<file path="config.mk">
export PLATFORM = sky130hd
export DESIGN_NAME = dht_fifo
export DESIGN_NICKNAME = d
export VERILOG_FILES = /design/src/sv/dht_fifo.sv
export SDC_FILE = /design/constraint.sdc
export NUM_CORES = 1
export LEC_CHECK = 0
export ABC_CLOCK_PERIOD_IN_PS = 2500
export BUFFER_PORTS_ARGS = -buffer_cell sky130_fd_sc_hd__buf_2
export CORE_AREA = 2 2 60 62
export CTS_CLUSTER_DIAMETER = 30
export CTS_CLUSTER_SIZE = 25
export DETAILED_ROUTE_END_ITERATION = 6
export DIE_AREA = 0 0 62 64
export PLACE_DENSITY = 0.42
export SYNTH_ARGS = -nofsm -noshare
export SYNTH_HDL_FRONTEND = slang
export SYNTH_SLANG_ARGS = --single-unit
</file>
<file path="constraint.sdc">
create_clock -name clk -period 2.5 [get_ports clk]
set_clock_uncertainty 0.1 [all_clocks]
set_input_delay 0.5 -clock clk [delete_from_list [all_inputs] [get_ports clk]]
set_output_delay 0.5 -clock clk [all_outputs]
set_load 0.005 [all_outputs]
</file>
<file path="src/sv/dht_fifo.sv">
// ----------------------------------------------------------------------------
// dht_fifo
// Two-entry queue that decouples the hashing front end from the probe engine.
// ----------------------------------------------------------------------------
module dht_fifo #(
  parameter int WIDTH = 8
) (
  input  logic             clk,
  input  logic             rst_n,
  input  logic             push_valid,
  output logic             push_ready,
  input  logic [WIDTH-1:0] push_data,
  output logic             pop_valid,
  input  logic             pop_ready,
  output logic [WIDTH-1:0] pop_data
);

  logic [WIDTH-1:0] entry_r [2];
  logic             wr_ptr_r, wr_ptr_nxt;
  logic             rd_ptr_r, rd_ptr_nxt;
  logic [1:0]       count_r, count_nxt;
  logic             do_push, do_pop;

  assign push_ready = (count_r != 2'd2);
  assign pop_valid  = (count_r != 2'd0);
  assign pop_data   = entry_r[rd_ptr_r];
  assign do_push    = push_valid && push_ready;
  assign do_pop     = pop_valid && pop_ready;

  // Pointer and fill-level update.
  always_comb begin
    wr_ptr_nxt = do_push ? ~wr_ptr_r : wr_ptr_r;
    rd_ptr_nxt = do_pop ? ~rd_ptr_r : rd_ptr_r;
    count_nxt  = count_r + 2'(do_push) - 2'(do_pop);
  end

  always_ff @(posedge clk) begin
    if (!rst_n) begin
      wr_ptr_r <= 1'b0;
      rd_ptr_r <= 1'b0;
      count_r  <= 2'd0;
    end else begin
      wr_ptr_r <= wr_ptr_nxt;
      rd_ptr_r <= rd_ptr_nxt;
      count_r  <= count_nxt;
    end
  end

  // Entry storage needs no reset.
  always_ff @(posedge clk) begin
    if (do_push) begin
      entry_r[wr_ptr_r] <= push_data;
    end
  end

endmodule

</file>
==> run summary, run 1 <==
status: finished clean
final worst slack: 0.516 ns
I/O Buffers: 21
wire per inst: 10.8 um
via count: 451
Final setup viols: 0
Unique masters post-synth: 16
commonest cells after routing, fill and taps aside: buf_2, edfxtp_1, mux2_2
vias in the first global route: 483
Hold Buf Count CTS: 0
critical path class: register to output port
sequential cell area fraction in the yosys report: 71.6%
CTS resizes: 0
HP Class: input port to register
non-filler instance count after layout: 120
ANT nets after route: 0
crit share post-route: 79.4%
vias per cell: 3.76
Post-DP HPWL: 924 um
Synth top area share: 59.3%
Overall Power: 899 uW
relative slew slack: 72.0%
synth warn: 0
flop2flop setup slack: 0.76 ns
Met2 Routed Length: 628 um
CTS tree: built
Max Used Layer: met4
Filler Cell Count: 348
CP max stage cell: dfxtp_1
all-layer global routing usage: 7.32%
Seq cells post-synth: 21
Worst-Skew Late Latency: 0.30 ns
# IOs: 22
Critical Path AT: 1.38 ns
top post-synthesis cells by area: edfxtp_1, dfxtp_1, mux2_2
post-synthesis cell area: 811 um^2
Synth area leader: edfxtp_1
CTS sink cnt: 21
Final min period: 1.98 ns
CP Cell Sequence: mux2_2 -> buf_2
syn nets: 63
setup total negative slack: 0 ns
Final #Nets: 89
final hold slack: 0.276 ns
Area Growth Syn to Fin: 23.8%
Starting Density: 24.7%
Pwr Density: 896 nW/um^2
full die area: 3970 um^2
Site Rows: 21
CP max stage delay: 0.57 ns
Post-Synthesis Cells: 49
static leakage: 0.392 nW
gpl congestion: 0.595
syn_area_per_cell: 16.5 um^2
DRC viols: 0
VDD IR max: 285 uV
met1 wire length: 535 um
area post-placement: 976 um^2
Die H: 64 um
fin. max-slew vios: 0
Largest delay share family, worst path: flip-flops
initial antenna violation count: 0
most common cell after layout, fill and taps aside: buf_2
Worst Setup End Kind: output port
clock slew at reported path FFs: 0.11 ns
Total Wirelength: 1300 um
first-pass GRT wire length: 2030 um
GRT overflow: 0
Root Driver: clkbuf_4
unrepaired setup endpoints after global routing: no
H-tree depth: 1
CP max FO: 8
Core Util, Final: 30.6%
WP buf/inv: 1
cell area after layout: 1000 um^2
largest net degree at the start of global routing: 13
drt first-iter violations: 21
CP startpoint kind: register
layout cell share with drive strength beyond 1: 48.6%
Post-CTS Setup Repair Bufs: 0
first-pass iteration count of the detailed router: 3
max capacitance violation total: 0
CP required: 1.90 ns
measured slew at the worst slew-check pin: 0.420 ns
Core ar.: 3280 um^2
fmax: 504 MHz
DP Worst Slack: 0.674 ns
antenna fix cells: 0
placed insts: 116
Hold Fails Final Rpt: 0
Num CTS Buffers: 3
CTS max path bufs: 2
WL met3: 119 um
Die Wd: 62 um
-- cells by family (layout without fill, tap and decap cells) --
logic type	count (synthesis)	in the layout	synth area share [%]
compound gates	1	1	1.08
xor+xnor	3	3	3.24
fa+ha+maj	2	2	3.09
buf+inv	2	27	1.08
flops	21	21	71.6
mux	9	9	12.3
simple gates	11	11	7.56
-- final cells by class --
type	instances	area, um^2	area share, %
clock buffers	3	22.5	2.24
inverters	1	3.75	0.374
clock inverters	1	5.00	0.499
flip-flops and latches	21	581	57.9
repair buffers	22	113	11.2
multi-input cells	26	221	22.1
well taps	46	57.6	5.74
-- worst paths after layout --
check,end,cells after the start,startpoint
max,pop_data[3],2,register
min reg2reg,wr_ptr_r,2,wr_ptr_r
max reg2reg,count_r[1],8,count_r[0]
min,entry_r[1][4],1,push_data[4]
-- where the power goes --
| group | total [mW] | internal, mW | switching, mW |
|---|---|---|---|
| clock network | 0.162 | 0.0597 | 0.102 |
| registers | 0.485 | 0.444 | 0.0414 |
| logic | 0.252 | 0.149 | 0.103 |
-- Yosys cell counts (all sizes together) --
library cell	count
dfxtp	5
nand2	2
nand2b	2
and3	1
inv	1
and2	2
o21a	1
mux2i	1
xnor2	3
mux2	8
or2	1
ha	2
buf	1
nor2	1
nor2b	2
edfxtp	16
-- registers in the layout, indices dropped and copies added, names as in the netlist, named ones only --
name      flops
entry_r      16
wr_ptr_r      1
count_r       2
rd_ptr_r      1
-- per-layer routing --
metal / global-route usage [%] / vias to the layer above
li1: - / 225
met3: 4.05 / 2
met4: 3.19 / 0
met1: 7.13 / 206
met5: 0 / -
met2: 12.2 / 18
Note: power is estimated with default switching activity, not from simulation.
==> run 2: changes to the inputs <==
--- a/config.mk
+++ b/config.mk
@@ -5,7 +5,7 @@
 export SDC_FILE = /design/constraint.sdc
 export NUM_CORES = 1
 export LEC_CHECK = 0
-export ABC_CLOCK_PERIOD_IN_PS = 2500
+export ABC_CLOCK_PERIOD_IN_PS = 2000
 export BUFFER_PORTS_ARGS = -buffer_cell sky130_fd_sc_hd__buf_2
 export CORE_AREA = 2 2 60 62
 export CTS_CLUSTER_DIAMETER = 30
==> constraint.sdc (replaced) <==
create_clock -name clk -period 2 [get_ports clk]
set_clock_uncertainty 0.1 [all_clocks]
set_input_delay 0.4 -clock clk [delete_from_list [all_inputs] [get_ports clk]]
set_output_delay 0.4 -clock clk [all_outputs]
set_load 0.005 [all_outputs]
==> run 2 against run 1 <==
  * Cell area is the same
  * Sequential cell count is the same
  * Worst setup slack lost 0.40 ns
  * Sequential power grew 25%
  * Critical endpoint unchanged
  * Largest cell class unchanged
==> run summary, run 2 (synthesis gave the netlist of run 1 again) <==
status: finished clean
Post-DP HPWL: 933 um (+0.95%)
Final #Nets: 89 (unchanged)
Final setup viols: 0 (unchanged)
vias per cell: 3.88 (+3.3%)
design internal power: 817 uW (+25%)
Post-CTS Setup Repair Bufs: 0 (unchanged)
fin. max-slew vios: 0 (unchanged)
layout cell share with drive strength beyond 1: 48.6% (unchanged)
commonest cells after routing, fill and taps aside: buf_2, edfxtp_1, mux2_2
CTS tree: built
P_sw: 304 uW (+23%)
Die H: 64 um (unchanged)
antenna fix cells: 0 (unchanged)
CP Cell Sequence: mux2_2 -> buf_2
vias in the first global route: 493 (+2.1%)
Root Driver: clkbuf_4
Reg power frac: 54.1% (about the same)
largest net degree at the start of global routing: 13 (unchanged)
via count: 466 (+3.3%)
Critical Path AT: 1.38 ns (about the same)
Num CTS Buffers: 3 (unchanged)
GRT overflow: 0 (unchanged)
Die Wd: 62 um (unchanged)
Top Registers: entry_r: 16 flops, count_r: 2 flops
VDD IR max: 573 uV (+100%)
fmax: 531 MHz
ANT nets after route: 0 (unchanged)
Worst-Skew Late Latency: 0.29 ns (about the same)
most common cell after layout, fill and taps aside: buf_2
final worst slack: 0.115 ns (-0.401 ns)
clock slew at reported path FFs: 0.11 ns (about the same)
wire per inst: 10.8 um (-0.46%)
CTS resizes: 0 (unchanged)
Starting Density: 24.7% (unchanged)
CP max FO: 8 (unchanged)
gpl congestion: 0.637 (+7.1%)
first-pass iteration count of the detailed router: 4 (+1)
DRC viols: 0 (unchanged)
Worst Setup End Kind: output port
Hold Buf Count CTS: 0 (unchanged)
clock network fraction of total power: 17.6% (-0.4 points)
Logic pwr share: 28.3% (+0.2 points)
drt first-iter violations: 12 (-43%)
max reg flops: 16 (unchanged)
initial antenna violation count: 0 (unchanged)
unrepaired setup endpoints after global routing: no
most flop-heavy register: entry_r
H-tree depth: 1 (unchanged)
Total Wirelength: 1290 um (-0.46%)
CTS sink cnt: 21 (unchanged)
measured slew at the worst slew-check pin: 0.411 ns (-0.00875 ns)
all-layer global routing usage: 7.37% (+0.046 points)
HP Class: input port to register
CP max stage cell: dfxtp_1
crit share post-route: 94.2%
Area Growth Syn to Fin: 23.8% (unchanged)
CTS max path bufs: 2 (unchanged)
CP required: 1.50 ns (-0.40 ns)
switching share of power: 27.1% (-0.29 points)
relative slew slack: 72.6% (+0.58 points)
DP Worst Slack: 0.258 ns (-0.415 ns)
max capacitance violation total: 0 (unchanged)
critical path class: register to output port
Pwr Density: 1120 nW/um^2 (+25%)
I/O Buffers: 21 (unchanged)
full die area: 3970 um^2 (unchanged)
Core ar.: 3280 um^2 (unchanged)
Site Rows: 21 (unchanged)
first-pass GRT wire length: 2130 um (+4.8%)
Final min period: 1.88 ns
CP max stage delay: 0.58 ns (about the same)
setup total negative slack: 0 ns (unchanged)
CP startpoint kind: register
Hold Fails Final Rpt: 0 (unchanged)
static leakage: 0.392 nW (unchanged)
Filler Cell Count: 336 (-3.4%)
# IOs: 22 (unchanged)
-- run 2: cell counts in the layout (fill, tap and decap cells not counted) --
No cell type changed its count.
-- run 2: layout make-up --
class	instances	area, um^2	area share (%)
sequential	21	581	57.9
inverter	1	3.75	0.374
clock buffer	3	22.5	2.24
clock inverter	1	5.00	0.499
tap	46	57.6	5.74
timing repair buffer	22	113	11.2
multi-input combinational	26	221	22.1
-- run 2: worst paths after layout --
check,cells past startpoint,endpoint,start,slack (ns)
min,1,entry_r[0][4],push_data[4],0.18
max reg2reg,8,count_r[1],count_r[0],0.26
max,2,pop_data[3],register,0.12
min reg2reg,2,wr_ptr_r,wr_ptr_r,0.40
-- run 2: worst max-delay path: cells and delay by family (launching register included) --
kind,cells,cell delay [ns]
flops,1,0.58
mux,1,0.39
buf+inv,1,0.13
-- run 2: power by group through the flow --
stage	combinational [mW]	clock [mW]	sequential (mW)
floorplan	0.231	0	0.588
global placement	0.320	0	0.618
detailed placement	0.326	0	0.620
CTS	0.327	0.209	0.611
global route	0.366	0.226	0.622
finish	0.317	0.197	0.607
-- run 2: metal layers --
layer  global-route usage, %  wire [um]  vias to the layer above
li1                        -          -                      227
met2                    12.8        647                       16
met3                    4.05         93                        2
met4                    1.60         12                        0
met1                    7.54        537                      221
met5                       0          0                        -
-- run 2: per-stage QoR --
step / hold WS, ns / instances / power (mW) / instance area, um^2 / utilization (%)
final: 0.183 / 120 / 1.12 / 1000 / 30.6
after global routing: 0.166 / 120 / 1.21 / 1000 / 30.6
after CTS: 0.172 / 120 / 1.15 / 1000 / 30.6
after detailed placement: 0.380 / 116 / 0.945 / 976 / 29.7
after global placement: 0.375 / 116 / 0.938 / 976 / 29.7
after floorplan: 0.355 / 49 / 0.819 / 811 / -
