[src/sv/dht_pkg.sv]
// ----------------------------------------------------------------------------
// dht_pkg
// Shared types and constants of the double-hashing record table.
// ----------------------------------------------------------------------------
package dht_pkg;

  // Defaults of the top-level parameters.
  localparam int DefMaxSlots = 1024;
  localparam int DefKeyBytes = 9;

  // Reset values of the configuration registers.
  localparam logic [10:0] SlotCountReset = 11'd1021;
  localparam logic [10:0] StepPrimeReset = 11'd211;

  // Operation carried in the input tuser.
  typedef enum logic [1:0] {
    OP_INSERT = 2'd0,
    OP_LOOKUP = 2'd1,
    OP_CLEAR  = 2'd2,
    OP_NONE   = 2'd3
  } op_t;

  // Result status carried in the output tuser.
  typedef enum logic [1:0] {
    ST_STORED = 2'd0,
    ST_FULL   = 2'd1,
    ST_FOUND  = 2'd2,
    ST_MISS   = 2'd3
  } status_t;

  // Configuration register indexes.
  typedef enum logic {
    REG_SLOT_COUNT = 1'b0,
    REG_STEP_PRIME = 1'b1
  } reg_idx_t;

endpackage

[src/sv/dht_front.sv]
// ----------------------------------------------------------------------------
// dht_front
// Accepts items, normalizes the key, computes the home slot and the probe
// step with bit-serial modular multiplications, and queues the job.
// ----------------------------------------------------------------------------
module dht_front import dht_pkg::*; #(
  parameter int MAX_SLOTS = DefMaxSlots,
  parameter int KEY_BYTES = DefKeyBytes
) (
  input  logic        clk,
  input  logic        rst_n,
  input  logic [10:0] slot_count,
  input  logic [10:0] step_prime,
  input  logic        start,
  output logic        idle,
  input  op_t         in_kind,
  input  logic [71:0] in_key,
  input  logic [71:0] in_name,
  input  logic [31:0] in_avg,
  output logic        job_valid,
  input  logic        job_ready,
  output logic [$clog2(MAX_SLOTS+1)+2*$clog2(MAX_SLOTS)+178-1:0] job_data
);

  localparam int AW = $clog2(MAX_SLOTS);
  localparam int MW = $clog2(MAX_SLOTS + 1);

  typedef struct packed {
    logic [MW-1:0] m;
    logic [AW-1:0] step;
    logic [AW-1:0] home;
    logic [31:0]   avg;
    logic [71:0]   name;
    logic [71:0]   key;
    op_t           kind;
  } job_t;

  typedef enum logic [1:0] {F_IDLE, F_HASH, F_DIV, F_PUSH} fstate_t;

  fstate_t       state_r, state_nxt;
  op_t           kind_r, kind_nxt;
  logic [71:0]   key_r, key_nxt;
  logic [71:0]   name_r, name_nxt;
  logic [31:0]   avg_r, avg_nxt;
  logic [MW-1:0] m_r, m_nxt;
  logic [10:0]   r_r, r_nxt;
  logic [MW-1:0] res_m_r, res_m_nxt;
  logic [10:0]   res_r_r, res_r_nxt;
  logic [MW-1:0] acc_m_r, acc_m_nxt;
  logic [10:0]   acc_r_r, acc_r_nxt;
  logic [3:0]    byte_r, byte_nxt;
  logic [2:0]    bit_r, bit_nxt;
  logic [10:0]   stepv_r, stepv_nxt;
  logic [MW-1:0] rem_r, rem_nxt;
  logic [3:0]    cnt_r, cnt_nxt;

  logic [71:0]   norm_key;
  logic          alive;
  logic [7:0]    kb;
  logic [31:0]   sc32;
  logic [MW-1:0] m_eff;
  logic [10:0]   r_eff;
  logic [79:0]   key_ext;
  logic [7:0]    cur_byte;
  logic          cur_bit;
  logic [MW:0]   dm, em;
  logic [11:0]   dr, er;
  logic [MW:0]   rsh;
  logic [10:0]   step_raw;
  job_t          job;

  // Key normalization: keep bytes up to the first zero and below KEY_BYTES.
  always_comb begin
    norm_key = '0;
    alive    = 1'b1;
    for (int i = 0; i < 9; i++) begin
      kb = in_key[8*i +: 8];
      if (kb == 8'h00 || i >= KEY_BYTES) begin
        alive = 1'b0;
      end
      if (alive) begin
        norm_key[8*i +: 8] = kb;
      end
    end
  end

  // Effective moduli from the configuration registers.
  always_comb begin
    sc32 = 32'(slot_count);
    if (sc32 == 32'd0) begin
      m_eff = MW'(1);
    end else if (sc32 > 32'(MAX_SLOTS)) begin
      m_eff = MW'(MAX_SLOTS);
    end else begin
      m_eff = MW'(sc32);
    end
    r_eff = (step_prime == 11'd0) ? 11'd1 : step_prime;
  end

  // One Horner step of (res * byte) mod m and mod r per cycle.
  always_comb begin
    key_ext  = {8'h00, key_r};
    cur_byte = key_ext[{byte_r, 3'b000} +: 8];
    cur_bit  = cur_byte[bit_r];
    dm = {acc_m_r, 1'b0};
    if (dm >= (MW+1)'(m_r)) dm = dm - (MW+1)'(m_r);
    em = dm + (cur_bit ? (MW+1)'(res_m_r) : '0);
    if (em >= (MW+1)'(m_r)) em = em - (MW+1)'(m_r);
    dr = {acc_r_r, 1'b0};
    if (dr >= 12'(r_r)) dr = dr - 12'(r_r);
    er = dr + (cur_bit ? 12'(res_r_r) : 12'd0);
    if (er >= 12'(r_r)) er = er - 12'(r_r);
    // Restoring division step for the step reduced modulo m.
    rsh = {rem_r, stepv_r[cnt_r]};
    if (rsh >= (MW+1)'(m_r)) rsh = rsh - (MW+1)'(m_r);
    step_raw = r_r - res_r_r;
    if (step_raw == 11'd0) step_raw = 11'd1;
  end

  // Sequencer.
  always_comb begin
    state_nxt = state_r;
    kind_nxt  = kind_r;
    key_nxt   = key_r;
    name_nxt  = name_r;
    avg_nxt   = avg_r;
    m_nxt     = m_r;
    r_nxt     = r_r;
    res_m_nxt = res_m_r;
    res_r_nxt = res_r_r;
    acc_m_nxt = acc_m_r;
    acc_r_nxt = acc_r_r;
    byte_nxt  = byte_r;
    bit_nxt   = bit_r;
    stepv_nxt = stepv_r;
    rem_nxt   = rem_r;
    cnt_nxt   = cnt_r;
    case (state_r)
      F_IDLE: begin
        if (start) begin
          kind_nxt  = in_kind;
          key_nxt   = norm_key;
          name_nxt  = in_name;
          avg_nxt   = in_avg;
          m_nxt     = m_eff;
          r_nxt     = r_eff;
          res_m_nxt = (m_eff == MW'(1)) ? '0 : MW'(1);
          res_r_nxt = (r_eff == 11'd1) ? 11'd0 : 11'd1;
          acc_m_nxt = '0;
          acc_r_nxt = '0;
          byte_nxt  = 4'd0;
          bit_nxt   = 3'd7;
          m_nxt     = m_eff;
          case (in_kind)
            OP_INSERT, OP_LOOKUP: state_nxt = F_HASH;
            OP_CLEAR:             state_nxt = F_PUSH;
            default:              state_nxt = F_IDLE;
          endcase
        end
      end
      F_HASH: begin
        if (cur_byte == 8'h00) begin
          stepv_nxt = step_raw;
          rem_nxt   = '0;
          cnt_nxt   = 4'd10;
          state_nxt = F_DIV;
        end else if (bit_r == 3'd0) begin
          res_m_nxt = em[MW-1:0];
          res_r_nxt = er[10:0];
          acc_m_nxt = '0;
          acc_r_nxt = '0;
          byte_nxt  = byte_r + 4'd1;
          bit_nxt   = 3'd7;
        end else begin
          acc_m_nxt = em[MW-1:0];
          acc_r_nxt = er[10:0];
          bit_nxt   = bit_r - 3'd1;
        end
      end
      F_DIV: begin
        rem_nxt = rsh[MW-1:0];
        cnt_nxt = cnt_r - 4'd1;
        if (cnt_r == 4'd0) begin
          state_nxt = F_PUSH;
        end
      end
      F_PUSH: begin
        if (job_ready) begin
          state_nxt = F_IDLE;
        end
      end
      default: state_nxt = F_IDLE;
    endcase
  end

  always_ff @(posedge clk) begin
    if (!rst_n) begin
      state_r <= F_IDLE;
    end else begin
      state_r <= state_nxt;
    end
    kind_r  <= kind_nxt;
    key_r   <= key_nxt;
    name_r  <= name_nxt;
    avg_r   <= avg_nxt;
    m_r     <= m_nxt;
    r_r     <= r_nxt;
    res_m_r <= res_m_nxt;
    res_r_r <= res_r_nxt;
    acc_m_r <= acc_m_nxt;
    acc_r_r <= acc_r_nxt;
    byte_r  <= byte_nxt;
    bit_r   <= bit_nxt;
    stepv_r <= stepv_nxt;
    rem_r   <= rem_nxt;
    cnt_r   <= cnt_nxt;
  end

  // Job handed to the probe engine.
  always_comb begin
    job.m    = m_r;
    job.step = rem_r[AW-1:0];
    job.home = res_m_r[AW-1:0];
    job.avg  = avg_r;
    job.name = name_r;
    job.key  = key_r;
    job.kind = kind_r;
  end

  assign job_data  = job;
  assign job_valid = (state_r == F_PUSH);
  assign idle      = (state_r == F_IDLE);

endmodule

[config.mk]
export PLATFORM = sky130hd
export DESIGN_NAME = dht_front
export DESIGN_NICKNAME = d
export VERILOG_FILES = /design/src/sv/dht_pkg.sv /design/src/sv/dht_front.sv
export SDC_FILE = /design/constraint.sdc
export NUM_CORES = 1
export LEC_CHECK = 0
export BUFFER_PORTS_ARGS = -buffer_cell sky130_fd_sc_hd__buf_2
export CAP_MARGIN = 30
export CORE_UTILIZATION = 50
export DETAILED_ROUTE_END_ITERATION = 10
export GPL_ROUTABILITY_DRIVEN = 0
export GPL_TIMING_DRIVEN = 0
export PLACE_DENSITY_LB_ADDON = 0.2
export RECOVER_POWER = 25
export SLEW_MARGIN = 20
export SYNTH_ARGS = -nofsm -noshare
export SYNTH_HDL_FRONTEND = slang
export SYNTH_SLANG_ARGS = --single-unit
[constraint.sdc]
create_clock -name clk -period 12.6 [get_ports clk]
set_input_delay 2.52 -clock clk [delete_from_list [all_inputs] [get_ports clk]]
set_output_delay 2.52 -clock clk [all_outputs]
set_load 0.02 [all_outputs]
==> impl_metrics.json <==
{
  "period_minus_slack_ns": 7.87,
  "cp.required_ns": 12.90,
  "critPathCaptureType": "flop",
  "reg2reg_to": "acc_r_r[4]",
  "ios": 415,
  "r2r_start": "byte_r[0]",
  "crit_type": "reg -> reg",
  "first_global_vias": 12000,
  "cp-startpoint": "byte_r[0]",
  "cts_hold_buf": 0,
  "drt-initial-drc-count": 946,
  "die_y_um": 179,
  "tritoncts.num_buffers": 30,
  "cts_root_buf": "clkbuf_16",
  "cp-start-kind": "flop",
  "wl_per_cell_um": 20.4,
  "cts.sinks": 279,
  "outcome": "finished, violations left",
  "die_w_um": 179,
  "synth_top_area_share": 0.533,
  "violations": "max-capacitance violations, max-slew violations",
  "nNetsFinal": 2093,
  "worst-slew-pin-transition_ns": 3.45,
  "hold_depth": 2,
  "rows": 64,
  "vias": 12300,
  "synth_enable_flop_cells": 277,
  "drv_cap": 1,
  "clk_latency_ns": 0.57,
  "setup_viol": 0,
  "dp_hpwl_um": 35500,
  "ys.warnings.count": 0,
  "syn_to_final_growth_pct": 23.2,
  "htreeDepth": 1,
  "synthTopCellsByCount": "edfxtp_1 (277), ha_1 (95), a21oi_1 (87), and2_1 (87)",
  "die-area_um2": 31900,
  "r2r_setup_slack_ns": 4.73,
  "route.detailed.drc": 0,
  "post_cts_buffers": 0,
  "cp.arrival_ns": 8.18,
  "min_path_type": "reg -> reg",
  "grtUsageTotal": 0.279,
  "synthArstFlopShare": 0,
  "post_cts_resized": 0,
  "reg2reg_depth": 23,
  "core_area_um2": 30700,
  "grt_overflow_total": 0,
  "drive_gt1_frac": 0.286,
  "vias_per_cell": 5.58,
  "antenna_found_initial": 5,
  "slew_headroom": -1.30,
  "drt_first_pass_iters": 5,
  "ys.flop_type": "edfxtp_1",
  "ant_nets": 0,
  "grt_pass1_wl_um": 67000,
  "start_util": 0.509,
  "finalWirelength_um": 45100,
  "io_buffer_count": 414,
  "ys_types": 73,
  "syn-num-nets": 1642,
  "avgSynthCellArea_um2": 11.7,
  "clock.fmax_ghz": 0.127,
  "grt_max_degree": 60,
  "nFillCells": 2513,
  "cts_tree": "yes",
  "path_clk_slew_ns": 0.07,
  "clockBufferDepth": 3,
  "critical_path.endpoint": "acc_r_r[4]",
  "rsz0062_at_grt": "no",
  "hold_viol_final": 0,
  "cp_max_fo": 10,
  "syn_area_um2": 15600,
  "yosys.cell_count.top_type": "edfxtp_1",
  "synthTopCellsByArea": "edfxtp_1 (53%), ha_1 (7.6%), and2_1 (3.5%)",
  "fin_tns_setup_ns": 0,
  "fin_worst_skew_ns": 0.0211,
  "synthCells": 1335,
  "ys_ff_latch": 279,
  "synth_seq_area_share": 0.535,
  "yosys.area.top_type": "edfxtp_1",
  "fin_crit_sh": 0.625,
  "slew_violations": 47
}
-- layout make-up --
class	instances	area [um2]	share of cell area
antenna	3	7.51	0.000390
buffer	72	378	0.0196
multi-input combinational	911	6580	0.342
clock inverter	19	225	0.0117
tap	396	495	0.0257
clock buffer	34	766	0.0398
timing repair buffer	419	2160	0.112
inverter	73	274	0.0142
sequential	279	8360	0.434
-- kinds of logic (layout without fill, tap and decap cells) --
family	after synthesis	in the layout	share of synthesized area
multiplexers	55	55	0.0462
adder cells (fa/ha/maj)	103	103	0.0864
other	0	3	0
flip-flops	279	279	0.535
buffers and inverters	145	617	0.0427
AND/OR/NAND/NOR	414	414	0.141
XOR/XNOR	56	56	0.0314
AO/OA/AOI/OAI	283	283	0.117
-- critical path: stages (launching register included) --
cell and delay, ns:
edfxtp_1 0.36, clkbuf_1 0.52, clkbuf_1 0.56, mux2_1 0.41
o22ai_1 0.27, o31ai_1 0.14, mux4_2 0.45, nor2_1 0.09
a21oi_1 0.12, clkbuf_1 0.26, and2_1 0.26, fa_1 0.46
a21o_1 0.19, a21oi_1 0.22, o21bai_1 0.11, a2111oi_0 0.75
nor2_1 0.19, xor2_1 0.22, ha_1 0.39, a21bo_2 0.25
a21oi_1 0.71, nor3_2 0.11, buf_6 0.20, mux2_1 0.34
-- through the flow --
stage                      util  instances  cell area, um2  hold slack [ns]  worst slack (ns)
after floorplan               -       1335           15600            0.465              4.99
after detailed placement  0.597       2150           18300            0.508              5.34
after CTS                 0.630       2203           19300            0.516              5.24
final                     0.627       2206           19200            0.507              4.73
after global placement    0.593       2145           18200            0.487              3.01
after global routing      0.627       2204           19200            0.557              4.42
-- sequential cells by signal (all words and copies together), names as in the netlist --
signal	flops
acc_m_r	11
acc_r_r	11
avg_r	32
bit_r	3
byte_r	4
cnt_r	4
key_r	72
kind_r	2
m_r	11
name_r	72
r_r	11
rem_r	11
res_m_r	11
res_r_r	11
state_r	2
stepv_r	11
-- cell usage in the layout, fill, tap and decap left out, types with 9 or more instances in the layout --
cell       netlist  routed
buf_2            5     396
o31ai_1         22      22
nor4_1          20      20
a21oi_1         87      87
ha_1            95      95
a21o_1          13      13
nor2b_1         36      36
inv_1           73      73
and3_1           9       9
clkbuf_16        0      30
buf_4           23      23
mux2_2          13      13
o21ai_1         11      12
nand2_1         80      80
xnor2_1         32      32
edfxtp_1       277     277
o21ai_0         49      48
nor3_1          23      23
nor2_1          80      80
mux4_2          11      11
and2_1          87      84
clkbuf_1        38      68
nand3_1         24      24
o21a_1          13      13
nand2b_1        14      14
o211ai_1        12      12
mux2i_1         23      23
a21boi_0         9      10
xor2_1          24      24
-- per-layer routing --
metal / GRT usage / wire length [um] / part of all wire
met1: 0.345 / 18000 / 0.40
met2: 0.478 / 22000 / 0.49
met3: 0.0598 / 3460 / 0.077
met4: 0.103 / 1630 / 0.036
met5: 0 / 10 / 0.00022
-- worst min path at each step --
stage / from / endpoint
floorplan: state_r[0] / state_r[0]
global placement: state_r[0] / state_r[0]
CTS: state_r[0] / state_r[0]
global route: state_r[0] / state_r[0]
detailed placement: state_r[0] / state_r[0]
finish: state_r[0] / state_r[0]
Power is not shown: default switching activity piles up to over one toggle a cycle in this logic, so the estimate is an artifact.
